<file path="src/design/vpas_pkg.sv">
// ----------------------------------------------------------------------------
// vpas_pkg
// Shared types and codes of the velocity PI unit: request and response
// payloads, configuration image, register map and multiply unit control.
// ----------------------------------------------------------------------------
package vpas_pkg;

  // request codes; code 3 is unused and reports the previous output unchanged
  localparam logic [1:0] REQ_UPDATE  = 2'd0;
  localparam logic [1:0] REQ_CLEAR   = 2'd1;
  localparam logic [1:0] REQ_PRELOAD = 2'd2;

  // register map, byte address 4*index
  localparam int ADDR_W = 5;
  typedef enum logic [2:0] {
    REG_PROP_GAIN      = 3'd0,
    REG_INTEG_GAIN     = 3'd1,
    REG_CURRENT_LIMIT  = 3'd2,
    REG_VELOCITY_LIMIT = 3'd3,
    REG_SLEW_RATE      = 3'd4,
    REG_REVERSAL_SCALE = 3'd5
  } vpas_reg_e;

  // Q1.16 unity: scale values at or above it disable reversal decay
  localparam logic [16:0] SCALE_ONE = 17'd65536;

  typedef struct packed {
    logic [31:0] prop_gain;
    logic [31:0] integ_gain;
    logic [30:0] current_limit;
    logic [30:0] velocity_limit;
    logic [30:0] slew_rate;
    logic [16:0] reversal_scale;
  } vpas_cfg_t;

  typedef struct packed {
    logic [1:0]         req_type;
    logic signed [31:0] speed_target;
    logic signed [31:0] measured_velocity;
    logic [23:0]        step_time;
    logic               integ_enable;
    logic signed [31:0] preload_value;
  } vpas_req_t;

  typedef struct packed {
    logic signed [31:0] current_command;
    logic signed [31:0] prop_term;
    logic signed [31:0] unsat_command;
    logic signed [31:0] integ_value;
    logic               sat_event;
    logic               slew_event;
    logic               hold_event;
    logic               decay_event;
    logic [31:0]        sat_total;
    logic [31:0]        slew_total;
    logic [31:0]        hold_total;
    logic [31:0]        decay_total;
  } vpas_rsp_t;

  // multiply unit: b operand width and right shift choices
  localparam int MUL_B_W = 56;
  typedef enum logic [1:0] {
    SH_16 = 2'd0,
    SH_24 = 2'd1,
    SH_40 = 2'd2
  } vpas_shift_e;

  typedef struct packed {
    logic        start;
    logic        a_neg;
    logic [2:0]  nbytes;
    vpas_shift_e shift;
  } vpas_mul_cmd_t;

endpackage

</file>
<file path="src/design/vpas_mul.sv">
// ----------------------------------------------------------------------------
// vpas_mul
// Shared sign-magnitude multiplier: eight b bits per cycle into an exact
// product, then round half away from zero, shift and saturate.
// ----------------------------------------------------------------------------
module vpas_mul import vpas_pkg::*; #(
  parameter int VALUE_WIDTH = 32
) (
  input  logic                          clk_i,
  input  logic                          rst_ni,
  input  vpas_mul_cmd_t                 cmd_i,
  input  logic [VALUE_WIDTH-1:0]        a_mag_i,
  input  logic [MUL_B_W-1:0]            b_i,
  output logic                          done_o,
  output logic signed [VALUE_WIDTH-1:0] res_o,
  output logic [MUL_B_W-1:0]            raw_o
);

  localparam int W  = VALUE_WIDTH;
  localparam int PW = W + MUL_B_W;
  localparam logic [PW:0] VMAX_U = ((PW+1)'(1) << (W - 1)) - (PW+1)'(1);

  typedef enum logic [1:0] {M_IDLE, M_ACC, M_RND, M_SAT} state_e;

  state_e               state_q;
  logic [W-1:0]         a_q;
  logic [MUL_B_W-1:0]   b_q;
  logic [2:0]           nby_q, idx_q;
  vpas_shift_e          sh_q;
  logic                 neg_q, done_q;
  logic [PW-1:0]        acc_q;
  logic [PW:0]          r_q;
  logic signed [W-1:0]  res_q;

  logic [7:0]    b_byte;
  logic [W+7:0]  pp;
  logic [PW-1:0] pp_sh;
  logic [PW:0]   rnd_sum, r_d;
  logic [W-1:0]  sat_d;

  always_comb begin
    b_byte = b_q[{idx_q, 3'b000} +: 8];
    pp     = a_q * b_byte;
    pp_sh  = PW'(pp) << {idx_q, 3'b000};
    case (sh_q)
      SH_24: begin
        rnd_sum = {1'b0, acc_q} + ((PW+1)'(1) << 23);
        r_d     = rnd_sum >> 24;
      end
      SH_40: begin
        rnd_sum = {1'b0, acc_q} + ((PW+1)'(1) << 39);
        r_d     = rnd_sum >> 40;
      end
      default: begin
        rnd_sum = {1'b0, acc_q} + ((PW+1)'(1) << 15);
        r_d     = rnd_sum >> 16;
      end
    endcase
    if (!neg_q) begin
      sat_d = (r_q > VMAX_U) ? {1'b0, {(W-1){1'b1}}} : r_q[W-1:0];
    end else begin
      sat_d = (r_q > VMAX_U + (PW+1)'(1)) ? {1'b1, {(W-1){1'b0}}}
                                           : (~r_q[W-1:0] + 1'b1);
    end
  end

  always_ff @(posedge clk_i or negedge rst_ni) begin
    if (!rst_ni) begin
      state_q <= M_IDLE;
      done_q  <= 1'b0;
      a_q     <= '0;
      b_q     <= '0;
      nby_q   <= '0;
      idx_q   <= '0;
      sh_q    <= SH_16;
      neg_q   <= 1'b0;
      acc_q   <= '0;
      r_q     <= '0;
      res_q   <= '0;
    end else begin
      done_q <= 1'b0;
      unique case (state_q)
        M_IDLE: begin
          if (cmd_i.start) begin
            a_q     <= a_mag_i;
            b_q     <= b_i;
            nby_q   <= cmd_i.nbytes;
            sh_q    <= cmd_i.shift;
            neg_q   <= cmd_i.a_neg;
            acc_q   <= '0;
            idx_q   <= '0;
            state_q <= M_ACC;
          end
        end
        M_ACC: begin
          acc_q <= acc_q + pp_sh;
          idx_q <= idx_q + 3'd1;
          if (idx_q == nby_q - 3'd1) state_q <= M_RND;
        end
        M_RND: begin
          r_q     <= r_d;
          state_q <= M_SAT;
        end
        M_SAT: begin
          res_q   <= sat_d;
          done_q  <= 1'b1;
          state_q <= M_IDLE;
        end
        default: state_q <= M_IDLE;
      endcase
    end
  end

  assign done_o = done_q;
  assign res_o  = res_q;
  assign raw_o  = acc_q[MUL_B_W-1:0];

endmodule

</file>
<file path="config.mk">
export PLATFORM = sky130hd
export DESIGN_NAME = vpas_mul
export DESIGN_NICKNAME = d
export VERILOG_FILES = /design/src/design/vpas_pkg.sv /design/src/design/vpas_mul.sv
export SDC_FILE = /design/constraint.sdc
export NUM_CORES = 2
export LEC_CHECK = 0
export BUFFER_PORTS_ARGS = -buffer_cell sky130_fd_sc_hd__buf_2
export CORE_ASPECT_RATIO = 2
export CORE_UTILIZATION = 25
export CTS_BUF_LIST = sky130_fd_sc_hd__clkbuf_8
export CTS_CLUSTER_DIAMETER = 150
export DETAILED_ROUTE_END_ITERATION = 8
export PLACE_DENSITY = 0.35
export SLEW_MARGIN = 20
export SYNTH_ARGS = -nofsm -noshare
export SYNTH_HDL_FRONTEND = slang
export SYNTH_SLANG_ARGS = --single-unit
</file>
<file path="constraint.sdc">
create_clock -name clk_i -period 16.1 [get_ports clk_i]
set_input_delay 3.22 -clock clk_i [delete_from_list [all_inputs] [get_ports clk_i]]
set_output_delay 3.22 -clock clk_i [all_outputs]
set_load 0.1 [all_outputs]
</file>
==> impl_metrics.py <==
metrics = {
    "job": {
        "maxCapViolCount": 0,
    },
    "synthesis": {
        "ys.flop_type": "dfrtp_1",
        "avgSynthCellArea_um2": 8.31,
        "ys_async_sr_fraction_pct": 100,
        "synthDistinctLibCells": 90,
        "netlist_area_um2": 32000,
        "synth_warnings": 0,
        "syn_inst": 3853,
        "synth_nets": 4297,
        "yosysSeqAreaShare_pct": 22.9,
        "synth-edff-count": 0,
        "yosys_register_bits": 293,
    },
    "sta": {
        "grt_setup_unrepaired": "no",
        "setup_viol": 0,
        "finalSetupTns_ns": 0,
        "worst_pin_slew_ns": 1.22,
        "relSlewSlack_pct": 18.4,
        "final-hold-violation-count": 0,
        "clock.fmax_mhz": 82.0,
        "post-route-period-util_pct": 75.7,
        "setup_ws_ns": 3.91,
        "skew_ns": 0.0332,
        "min_period_ns": 12.19,
        "drv_slew": 0,
    },
    "grt": {
        "antenna_found_initial": 6,
        "grt_max_degree": 76,
        "first_global_vias": 30000,
        "grt_pass1_wl_mm": 204,
        "gr-total-overflow": 0,
        "grtUsageTotal_pct": 21.5,
    },
    "route": {
        "ant_nets": 0,
        "drt_iter0_drc": 1645,
        "wl_met1_mm": 46.1,
        "wl_met2_mm": 78.5,
        "wl_mm": 139,
        "highest_layer": "met5",
        "dr_wl_met3_mm": 4.26,
        "drc": 0,
        "viasPerCell": 5.06,
        "dr.pass1.iters": 5,
        "num_vias": 28100,
        "avgRoutedWirePerCell_um": 25.0,
    },
    "die": {
        "die_h_um": 508,
        "die_area_um2": 130000,
        "rows": 185,
        "coreArea_um2": 127000,
        "start_util_pct": 25.2,
        "dieWidth_um": 255,
        "ios": 186,
    },
    "critical_path": {
        "cp-end-kind": "flip-flop",
        "crit_arrival_ns": 12.82,
        "worstPathRequired_ns": 16.72,
        "slowest_stage": "a2111oi_1",
        "start_kind": "flip-flop",
        "criticalPathCategory": "flip-flop to flip-flop",
        "crit_path_max_incr_delay_ns": 0.90,
        "path_max_fanout": 44,
    },
    "final_layout": {
        "area_delta_synth_final_pct": 10.1,
        "fillerInstances": 13900,
        "final_common_cell": "nand2_1",
        "final_cell_mix": "354 x nand2_1, 290 x dfrtp_1, 289 x nor2_1",
        "drive_above_1_share_pct": 13.1,
        "num-nets-final": 4271,
    },
    "clocking": {
        "numCtsBuffers": 52,
        "path_clk_slew_ns": 0.08,
        "insertion_delay_ns": 0.72,
        "hold_buffers": 0,
        "clk_path_buf_depth": 3,
        "htreeDepth": 2,
        "root_buffer": "clkbuf_8",
        "cts_tree": "built",
        "cts.sinks": 293,
        "post_cts_resized": 0,
        "cts_setup_buffers": 0,
    },
    "place": {
        "portBuffers": 185,
        "gp_congestion": 0.926,
        "place_ws_ns": 3.80,
        "place_hpwl_mm": 112,
    },
    "hold_path": {
        "min_path_type": "flip-flop to flip-flop",
    },
    "outcome": {
        "status": "finished, final reports clean",
    },
}
[worst paths after layout]
path	startpoint	endpoint	slack (ns)	cells past startpoint
setup / recovery	idx_q[0]	acc_q[85]	3.91	37
hold / removal	res_o[7]	res_o[7]	0.49	2
min in group asynchronous	rst_ni	res_o[5]	2.49	1
max in group asynchronous	rst_ni	idx_q[1]	10.96	4
setup reg to reg	idx_q[0]	acc_q[85]	3.91	37
hold reg to reg	res_o[7]	res_o[7]	0.49	2
[cells in the mapped netlist (146+ instances only)]
cell type | number | share of area (%)
nand2_1 | 356 | 4.2
nor2b_1 | 176 | 3.4
a21oi_1 | 262 | 4.1
ha_1 | 166 | 6.5
fa_1 | 181 | 11
dfrtp_1 | 293 | 23
mux2_2 | 146 | 5.1
nor2_1 | 291 | 3.4
inv_1 | 260 | 3.0
xnor2_1 | 163 | 4.5
clkbuf_1 | 233 | 2.7
o21ai_0 | 195 | 3.0
[final cells by class]
class	instances	area (um^2)	share of cell area [%]
flip-flops and latches	293	7340	20.8
repair buffers	231	1280	3.64
clock buffers	65	895	2.54
well taps	1683	2110	5.98
multi-input cells	2988	22400	63.5
inverters	261	980	2.78
clock inverters	32	246	0.699
diodes	3	7.51	0.0213
[sequential cells by signal, indices dropped and copies added (netlist names)]
name,count
res_o,32
b_q,56
a_q,32
idx_q,3
nby_q,3
done_o,1
neg_q,1
r_q,73
acc_q,88
sh_q,2
state_q,2
[worst max-delay path: cells and delay by family (launching register included)]
family / cells / cell delay [ns]
adders and majority gates: 5 / 2.15
buffers and inverters: 5 / 0.91
xor gates and xnor gates: 2 / 0.42
AOI/OAI and AO/OA: 13 / 4.43
and+or+nand+nor: 10 / 2.61
muxes: 2 / 0.87
DFF: 1 / 0.59
[through the flow]
stage          hold slack [ns]  cell area [um^2]  util, %  instances
6_report                 0.487             35200     27.7       5556
4_1_cts                  0.495             35200     27.7       5553
5_1_grt                  0.512             35200     27.7       5555
3_5_place_dp             0.480             34100     26.8       5456
3_3_place_gp             0.472             34100     26.8       5456
2_1_floorplan            0.474             32000        -       3853
[routing by layer]
| layer | track usage (%) | vias up |
|---|---|---|
| met2 | 42.7 | 679 |
| met4 | 13.7 | 2 |
| met1 | 20.1 | 13900 |
| met5 | 0 | - |
| li1 | - | 13200 |
| met3 | 2.52 | 323 |
[cells by family after synthesis]
group                    Yosys count  synth area share [%]
XOR/XNOR                         289                  7.91
AND/OR/NAND/NOR                 1294                  20.0
multiplexers                     170                  6.24
AO/OA/AOI/OAI                    888                  17.7
flip-flops                       293                  22.9
buffers and inverters            572                  7.41
adder cells (fa/ha/maj)          347                  17.8
Power is left out: the tool's default activity adds up to more than one toggle a clock period on the data nets, which glitch-free logic cannot reach.
