$ cat src/design/vpas_pkg.sv
// ----------------------------------------------------------------------------
// vpas_pkg
// Shared types and codes of the velocity PI unit: request and response
// payloads, configuration image, register map and multiply unit control.
// ----------------------------------------------------------------------------
package vpas_pkg;

  // request codes; code 3 is unused and reports the previous output unchanged
  localparam logic [1:0] REQ_UPDATE  = 2'd0;
  localparam logic [1:0] REQ_CLEAR   = 2'd1;
  localparam logic [1:0] REQ_PRELOAD = 2'd2;

  // register map, byte address 4*index
  localparam int ADDR_W = 5;
  typedef enum logic [2:0] {
    REG_PROP_GAIN      = 3'd0,
    REG_INTEG_GAIN     = 3'd1,
    REG_CURRENT_LIMIT  = 3'd2,
    REG_VELOCITY_LIMIT = 3'd3,
    REG_SLEW_RATE      = 3'd4,
    REG_REVERSAL_SCALE = 3'd5
  } vpas_reg_e;

  // Q1.16 unity: scale values at or above it disable reversal decay
  localparam logic [16:0] SCALE_ONE = 17'd65536;

  typedef struct packed {
    logic [31:0] prop_gain;
    logic [31:0] integ_gain;
    logic [30:0] current_limit;
    logic [30:0] velocity_limit;
    logic [30:0] slew_rate;
    logic [16:0] reversal_scale;
  } vpas_cfg_t;

  typedef struct packed {
    logic [1:0]         req_type;
    logic signed [31:0] speed_target;
    logic signed [31:0] measured_velocity;
    logic [23:0]        step_time;
    logic               integ_enable;
    logic signed [31:0] preload_value;
  } vpas_req_t;

  typedef struct packed {
    logic signed [31:0] current_command;
    logic signed [31:0] prop_term;
    logic signed [31:0] unsat_command;
    logic signed [31:0] integ_value;
    logic               sat_event;
    logic               slew_event;
    logic               hold_event;
    logic               decay_event;
    logic [31:0]        sat_total;
    logic [31:0]        slew_total;
    logic [31:0]        hold_total;
    logic [31:0]        decay_total;
  } vpas_rsp_t;

  // multiply unit: b operand width and right shift choices
  localparam int MUL_B_W = 56;
  typedef enum logic [1:0] {
    SH_16 = 2'd0,
    SH_24 = 2'd1,
    SH_40 = 2'd2
  } vpas_shift_e;

  typedef struct packed {
    logic        start;
    logic        a_neg;
    logic [2:0]  nbytes;
    vpas_shift_e shift;
  } vpas_mul_cmd_t;

endpackage

$ cat src/design/vpas_regs.sv
// ----------------------------------------------------------------------------
// vpas_regs
// APB-style configuration registers, always ready, one register per word.
// ----------------------------------------------------------------------------
module vpas_regs import vpas_pkg::*; (
  input  logic              clk_i,
  input  logic              rst_ni,
  input  logic              psel,
  input  logic              penable,
  input  logic              pwrite,
  input  logic [ADDR_W-1:0] paddr,
  input  logic [31:0]       pwdata,
  output logic [31:0]       prdata,
  output logic              pready,
  output vpas_cfg_t         cfg_o
);

  vpas_cfg_t cfg_q;
  logic      wr_en;
  vpas_reg_e sel;

  assign pready = 1'b1;
  assign wr_en  = psel & penable & pwrite;
  assign sel    = vpas_reg_e'(paddr[ADDR_W-1:2]);
  assign cfg_o  = cfg_q;

  always_ff @(posedge clk_i or negedge rst_ni) begin
    if (!rst_ni) begin
      cfg_q.prop_gain      <= '0;
      cfg_q.integ_gain     <= '0;
      cfg_q.current_limit  <= '0;
      cfg_q.velocity_limit <= '0;
      cfg_q.slew_rate      <= '0;
      cfg_q.reversal_scale <= SCALE_ONE;
    end else if (wr_en) begin
      unique case (sel)
        REG_PROP_GAIN:      cfg_q.prop_gain      <= pwdata;
        REG_INTEG_GAIN:     cfg_q.integ_gain     <= pwdata;
        REG_CURRENT_LIMIT:  cfg_q.current_limit  <= pwdata[30:0];
        REG_VELOCITY_LIMIT: cfg_q.velocity_limit <= pwdata[30:0];
        REG_SLEW_RATE:      cfg_q.slew_rate      <= pwdata[30:0];
        REG_REVERSAL_SCALE: cfg_q.reversal_scale <= pwdata[16:0];
        default: ;
      endcase
    end
  end

  always_comb begin
    unique case (sel)
      REG_PROP_GAIN:      prdata = cfg_q.prop_gain;
      REG_INTEG_GAIN:     prdata = cfg_q.integ_gain;
      REG_CURRENT_LIMIT:  prdata = {1'b0, cfg_q.current_limit};
      REG_VELOCITY_LIMIT: prdata = {1'b0, cfg_q.velocity_limit};
      REG_SLEW_RATE:      prdata = {1'b0, cfg_q.slew_rate};
      REG_REVERSAL_SCALE: prdata = {15'd0, cfg_q.reversal_scale};
      default:            prdata = '0;
    endcase
  end

endmodule

$ cat config.mk
export PLATFORM = sky130hd
export DESIGN_NAME = vpas_regs
export DESIGN_NICKNAME = d
export VERILOG_FILES = /design/src/design/vpas_pkg.sv /design/src/design/vpas_regs.sv
export SDC_FILE = /design/constraint.sdc
export NUM_CORES = 1
export LEC_CHECK = 0
export ABC_AREA = 0
export BUFFER_PORTS_ARGS = -buffer_cell sky130_fd_sc_hd__buf_2
export CAP_MARGIN = 20
export CORE_MARGIN = 2
export CORE_UTILIZATION = 40
export DETAILED_ROUTE_END_ITERATION = 10
export GPL_ROUTABILITY_DRIVEN = 0
export GPL_TIMING_DRIVEN = 0
export PLACE_DENSITY = 0.74
export SLEW_MARGIN = 40
export SYNTH_ARGS = -nofsm -noshare
export SYNTH_HDL_FRONTEND = slang
export SYNTH_SLANG_ARGS = --single-unit
$ cat constraint.sdc
create_clock -name clk_i -period 1.7 [get_ports clk_i]
set_input_delay 0.085 -clock clk_i [delete_from_list [all_inputs] [get_ports clk_i]]
set_output_delay 0.085 -clock clk_i [all_outputs]
set_load 0.02 [all_outputs]
==> impl_metrics.json, run 1 <==
{
  "areaGrowthSynthToFinish_pct": 35.2,
  "dr.first_iter.drc_count": 300,
  "initial_core_util_pct": 41.1,
  "cts_num_sinks": 174,
  "hold_viol": 0,
  "cts.path.max_buffers": 2,
  "die_area_sq_mm": 0.0213,
  "cts_buffers": 17,
  "start_kind": "flop",
  "worstSetupPathType": "reg2out",
  "hpwl_mm": 18.0,
  "critPathMaxFanout": 2,
  "power_density_mw_per_mm2": 1250,
  "critical_path_arrival_ns": 1.66,
  "status": "complete, but fails checks",
  "synth_area_sq_mm": 0.00807,
  "io_buffers": 243,
  "fin_ws_ns": -0.0436,
  "pin_count": 249,
  "final_common_cell": "buf_2",
  "remaining_drc_errors": 0,
  "routed_via_density": 5.35,
  "pre_cts_slack_ns": -0.385,
  "grt_pass1_wl_mm": 39.8,
  "worstMarginPinSlew_ns": 0.613,
  "worstSetupEndpointType": "primary output",
  "die_h_um": 146,
  "largest_reg_flops": 174,
  "cts_root_buffer": "clkbuf_16",
  "final_antenna_net_count": 0,
  "grt_overflow": 0,
  "vias": 6262,
  "timing.fmax_ghz": 0.574,
  "cts.clk_slew.worst_paths_ns": 0.07,
  "syn_inst": 577,
  "first_pass_iters": 4,
  "antenna_found_initial": 1,
  "min_period_ns": 1.74,
  "insertion_delay_ns": 0.41,
  "final_nets": 935,
  "slew_viol_final": 0,
  "hold_slack_ns": 0.0239,
  "final_cell_mix": "buf_2 (237), mux2_2 (207), dfrtp_1 (173)",
  "fp.dieW_um": 146,
  "totalWireLength_mm": 26.5,
  "violations": "negative setup slack",
  "synth-seq-cells": 174,
  "rows": 51,
  "tritoncts": "yes",
  "track_usage_pct": 24.6,
  "yosysWarnings": 0,
  "maxSlewHeadroom_pct": 59.1,
  "seq_area_frac_synth_pct": 54.0,
  "num_antenna_cells": 0,
  "grt_max_degree": 76,
  "peakVddDrop_v": 0.000663,
  "rsz0062_at_grt": "true",
  "drive_gt1_share_pct": 64.0,
  "min_period_over_period_pct": 103,
  "h-tree-depth": 4,
  "setup_viol": 3,
  "core_region_area_sq_mm": 0.0197,
  "hp-class": "in2reg",
  "synth_area_leaders": "dfrtp_1 (54%), mux2_2 (29%), mux2i_1 (2.4%)",
  "syn-num-nets": 619,
  "synth_cell_types": 35,
  "syn_area_per_cell_sq_um": 14.0,
  "p_leak_nw": 5.45,
  "yosysTopAreaCell": "dfrtp_1",
  "yosysTopAreaCellShare_pct": 53.6,
  "avgRoutedWirePerCell_um": 22.7,
  "crit_required_ns": 1.62,
  "grt_pass1_vias": 6394,
  "skew_ns": 0,
  "drv_cap": 0
}
## power breakdown
group / internal (mW) / switching, mW
Clock: 2.06 / 1.78
Combinational: 1.83 / 2.40
Sequential: 4.96 / 0.652
Total: 8.85 / 4.83
## kinds of logic (layout without fill, tap and decap cells)
logic type / after synthesis / count (layout) / share of synthesized area [%]
compound gates: 65 / 65 / 5.78
buf+inv: 44 / 373 / 3.36
flops: 174 / 174 / 54.0
mux: 237 / 237 / 32.8
other cells: 1 / 1 / 0.0465
simple gates: 56 / 56 / 4.06
## synthesized netlist by cell type
library cell	count
a211o_1	1
a21oi_1	13
o22ai_1	7
mux2_1	8
o21ai_0	5
nor2_4	3
buf_1	1
clkbuf_1	7
a221o_1	5
nand2_1	18
dfrtp_1	173
a22oi_1	11
mux2i_1	19
a22o_1	1
nand2b_1	2
mux2_2	210
a221oi_1	14
dfstp_2	1
inv_2	1
a31oi_1	4
o221ai_1	4
nor3b_1	3
nor2_2	1
clkinv_1	1
nor2_1	11
buf_2	13
nand4_2	1
nand3_1	9
nor3_4	2
nand4b_4	1
nor3_1	1
buf_6	3
buf_4	18
conb_1	1
nor2b_1	4
## path summary, 6_finish.rpt
| kind | to | startpoint | cells past startpoint | slack, ns |
|---|---|---|---|---|
| max | prdata[1] | cfg_o[143] | 4 | -0.04 |
| min | cfg_o[10] | pwdata[10] | 2 | 0.02 |
| max reg2reg | cfg_o[85] | cfg_o[85] | 3 | 0.68 |
| min reg2reg | cfg_o[76] | cfg_o[76] | 1 | 0.51 |
| max in group asynchronous | cfg_o[160] | rst_ni | 3 | 0.89 |
| min in group asynchronous | cfg_o[138] | rst_ni | 2 | 0.13 |
## per-layer routing
metal / vias to the layer above / global-route usage [%] / routed length (um)
met5: - / 0 / 13
met4: 2 / 6.65 / 496
met3: 33 / 6.22 / 1910
met2: 270 / 40.1 / 12700
met1: 3192 / 32.8 / 11400
li1: 2765 / - / -
## stage by stage
stage	setup TNS [ns]	cells	instance area [sq um]	power [mW]	util, %
6_report	-0.0538	1171	10900	13.7	55.5
5_1_grt	-0.491	1171	10900	14.3	55.5
4_1_cts	-0.0621	1156	10600	13.5	54.2
3_5_place_dp	-5.66	1087	9680	9.59	49.3
3_3_place_gp	-388.46	1085	9620	9.48	48.9
2_1_floorplan	0	577	8070	7.99	-
## area by class of cell
| class | instances | area, sq um |
|---|---|---|
| Sequential cell | 174 | 4360 |
| Clock inverter | 14 | 136 |
| Tap cell | 265 | 332 |
| Inverter | 2 | 11.3 |
| Fill cell | 1690 | 8740 |
| Clock buffer | 18 | 429 |
| Timing Repair Buffer | 297 | 1790 |
| Buffer | 42 | 298 |
| Multi-Input combinational cell | 359 | 3570 |
## critical path, stage by stage (launching register included)
cell	delay, ns
dfrtp_1	0.39
mux2_2	0.26
a22o_1	0.21
a211o_1	0.25
buf_6	0.14
## timing repair
action | in CTS | in global routing
endpoints found under the setup margin | 32 | 26
pin swaps | 1 | 2
hold endpoints to repair | 341 | 0
hold buffers | 32 | 0
setup buffers | 5 | 15
gates resized for setup | 17 | 42
No activity file was read; power rests on OpenSTA's default activity.
==> inputs of run 2 (changes only) <==
SETUP_SLACK_MARGIN = 0.3   (was unset)
==> impl_metrics.json, run 2 (same netlist as run 1, synthesis figures left out) <==
{
  "status": "complete, but fails checks",
  "violations": "negative setup slack",
  "final_cell_mix": "buf_2 (214), mux2_2 (187), dfrtp_1 (173)",
  "core_region_area_sq_mm": 0.0197,
  "p_leak_nw": 5.82,
  "fin_area_sq_mm": 0.0116,
  "vias": 6562,
  "largest_reg_flops": 174,
  "rsz0062_at_grt": "true",
  "timing.fmax_ghz": 0.576,
  "reg2reg_depth": 3,
  "worstSetupEndpointType": "primary output",
  "die_h_um": 146,
  "hold_slack_ns": 0.0252,
  "grt_pass1_wl_mm": 41.4,
  "tritoncts": "yes",
  "hp-class": "in2reg",
  "fin_ws_ns": -0.0350,
  "routed_via_density": 5.38,
  "initial_core_util_pct": 41.1,
  "critical_path_arrival_ns": 1.65,
  "min_period_over_period_pct": 102,
  "power_mw": 14.3,
  "worstMarginPinSlew_ns": 0.669,
  "grt_max_degree": 76,
  "drv_cap": 0,
  "setup_viol": 1,
  "power_density_mw_per_mm2": 1230,
  "rows": 51,
  "worstSetupPathType": "reg2out",
  "fp.dieW_um": 146,
  "insertion_delay_ns": 0.42,
  "hp-start": "pwdata[10]",
  "hold_path_depth": 2,
  "drive_gt1_share_pct": 67.6,
  "critPathMaxFanout": 2,
  "h-tree-depth": 4,
  "totalWireLength_mm": 27.8,
  "final_common_cell": "buf_2",
  "min_period_ns": 1.73,
  "crit_required_ns": 1.62,
  "skew_ns": 0,
  "hpwl_mm": 18.0,
  "slew_viol_final": 0,
  "remaining_drc_errors": 0,
  "pin_count": 249,
  "num_antenna_cells": 0,
  "start_kind": "flop",
  "antenna_found_initial": 0,
  "cp_slowest_cell": "dfrtp_1",
  "slowest_delay_ns": 0.39,
  "hold_viol": 0,
  "areaGrowthSynthToFinish_pct": 43.3,
  "grt_pass1_vias": 6733,
  "dr.first_iter.drc_count": 327,
  "cts_root_buffer": "clkbuf_16",
  "r2r_slack_ns": 0.66,
  "final_antenna_net_count": 0,
  "track_usage_pct": 25.5,
  "grt_overflow": 0,
  "min_to": "cfg_o[10]",
  "peakVddDrop_v": 0.000680,
  "cts.clk_slew.worst_paths_ns": 0.07,
  "maxSlewHeadroom_pct": 55.3,
  "die_area_sq_mm": 0.0213,
  "cts_buffers": 17,
  "avgRoutedWirePerCell_um": 22.8,
  "place_area_sq_mm": 0.00968,
  "r2r-end": "cfg_o[65]",
  "io_buffers": 243,
  "cts.path.max_buffers": 2,
  "cts_num_sinks": 174,
  "cp_cell_sequence": "mux2_2 -> a22o_1 -> a211o_1 -> buf_6",
  "r2r_start": "cfg_o[65]",
  "final_nets": 984,
  "first_pass_iters": 5,
  "utilization_pct": 58.8
}
==> run 2: cell types whose count changed in the layout (fill, tap and decap cells not counted), moves of 12 or more <==
| cell | change |
|---|---|
| mux2_4 | +20 |
| buf_4 | +61 |
| buf_2 | -23 |
| buf_6 | +12 |
| mux2_2 | -20 |
==> run 2: routing by layer <==
layer	up-vias	wire, um	part of all wire, %	track usage [%]
met1	3356	11700	42	33.6
met3	24	2000	7.2	6.13
met2	320	13800	50	42.8
met4	0	327	1.2	6.12
li1	2862	-	-	-
met5	-	0	0	0
==> run 2: cell type report <==
cell class / instances / area (sq um)
Buffer: 42 / 323
Fill cell: 1636 / 8090
Multi-Input combinational cell: 359 / 3750
Clock inverter: 14 / 136
Inverter: 2 / 8.76
Timing Repair Buffer: 346 / 2230
Clock buffer: 18 / 429
Sequential cell: 174 / 4360
Tap cell: 265 / 332
==> run 2: metrics by stage <==
step                setup slack, ns  TNS, ns  cells
floorplan                     0.357        0    577
global placement              -2.22  -388.46   1085
detailed placement           -0.385    -5.66   1087
CTS                         -0.0428  -0.0722   1205
global route                -0.0908   -0.485   1220
finish                      -0.0350  -0.0350   1220
==> run 2: where the power goes <==
| group | leakage, nW | total (mW) | internal [mW] | switching (mW) |
|---|---|---|---|---|
| Clock | 0.279 | 3.84 | 2.06 | 1.78 |
| Combinational | 3.32 | 4.86 | 2.25 | 2.60 |
| Sequential | 2.22 | 5.57 | 4.95 | 0.617 |
| Total | 5.82 | 14.3 | 9.26 | 5.00 |
==> run 2: critical path: cells and delay by family, from the launching register on <==
family          cells  cell delay (ns)
compound gates      2             0.45
buf+inv             1             0.14
flops               1             0.39
mux                 1             0.26
==> run 2: worst max-delay path by stage <==
stage	end	startpoint
2_1_floorplan	prdata[1]	cfg_o[80]
3_3_place_gp	cfg_o[63]	rst_ni
3_5_place_dp	prdata[26]	paddr[2]
4_1_cts	prdata[1]	cfg_o[143]
5_1_grt	prdata[1]	cfg_o[143]
6_report	prdata[1]	cfg_o[143]
==> run 2: what timing repair did <==
| action | 4_1_cts | 5_1_grt |
|---|---|---|
| hold buffers | 32 | 0 |
| endpoints found under the setup margin | 32 | 32 |
| gates resized for setup | 104 | 33 |
| setup buffers | 54 | 15 |
| pin swaps | 14 | 11 |
| hold endpoints to repair | 341 | 0 |
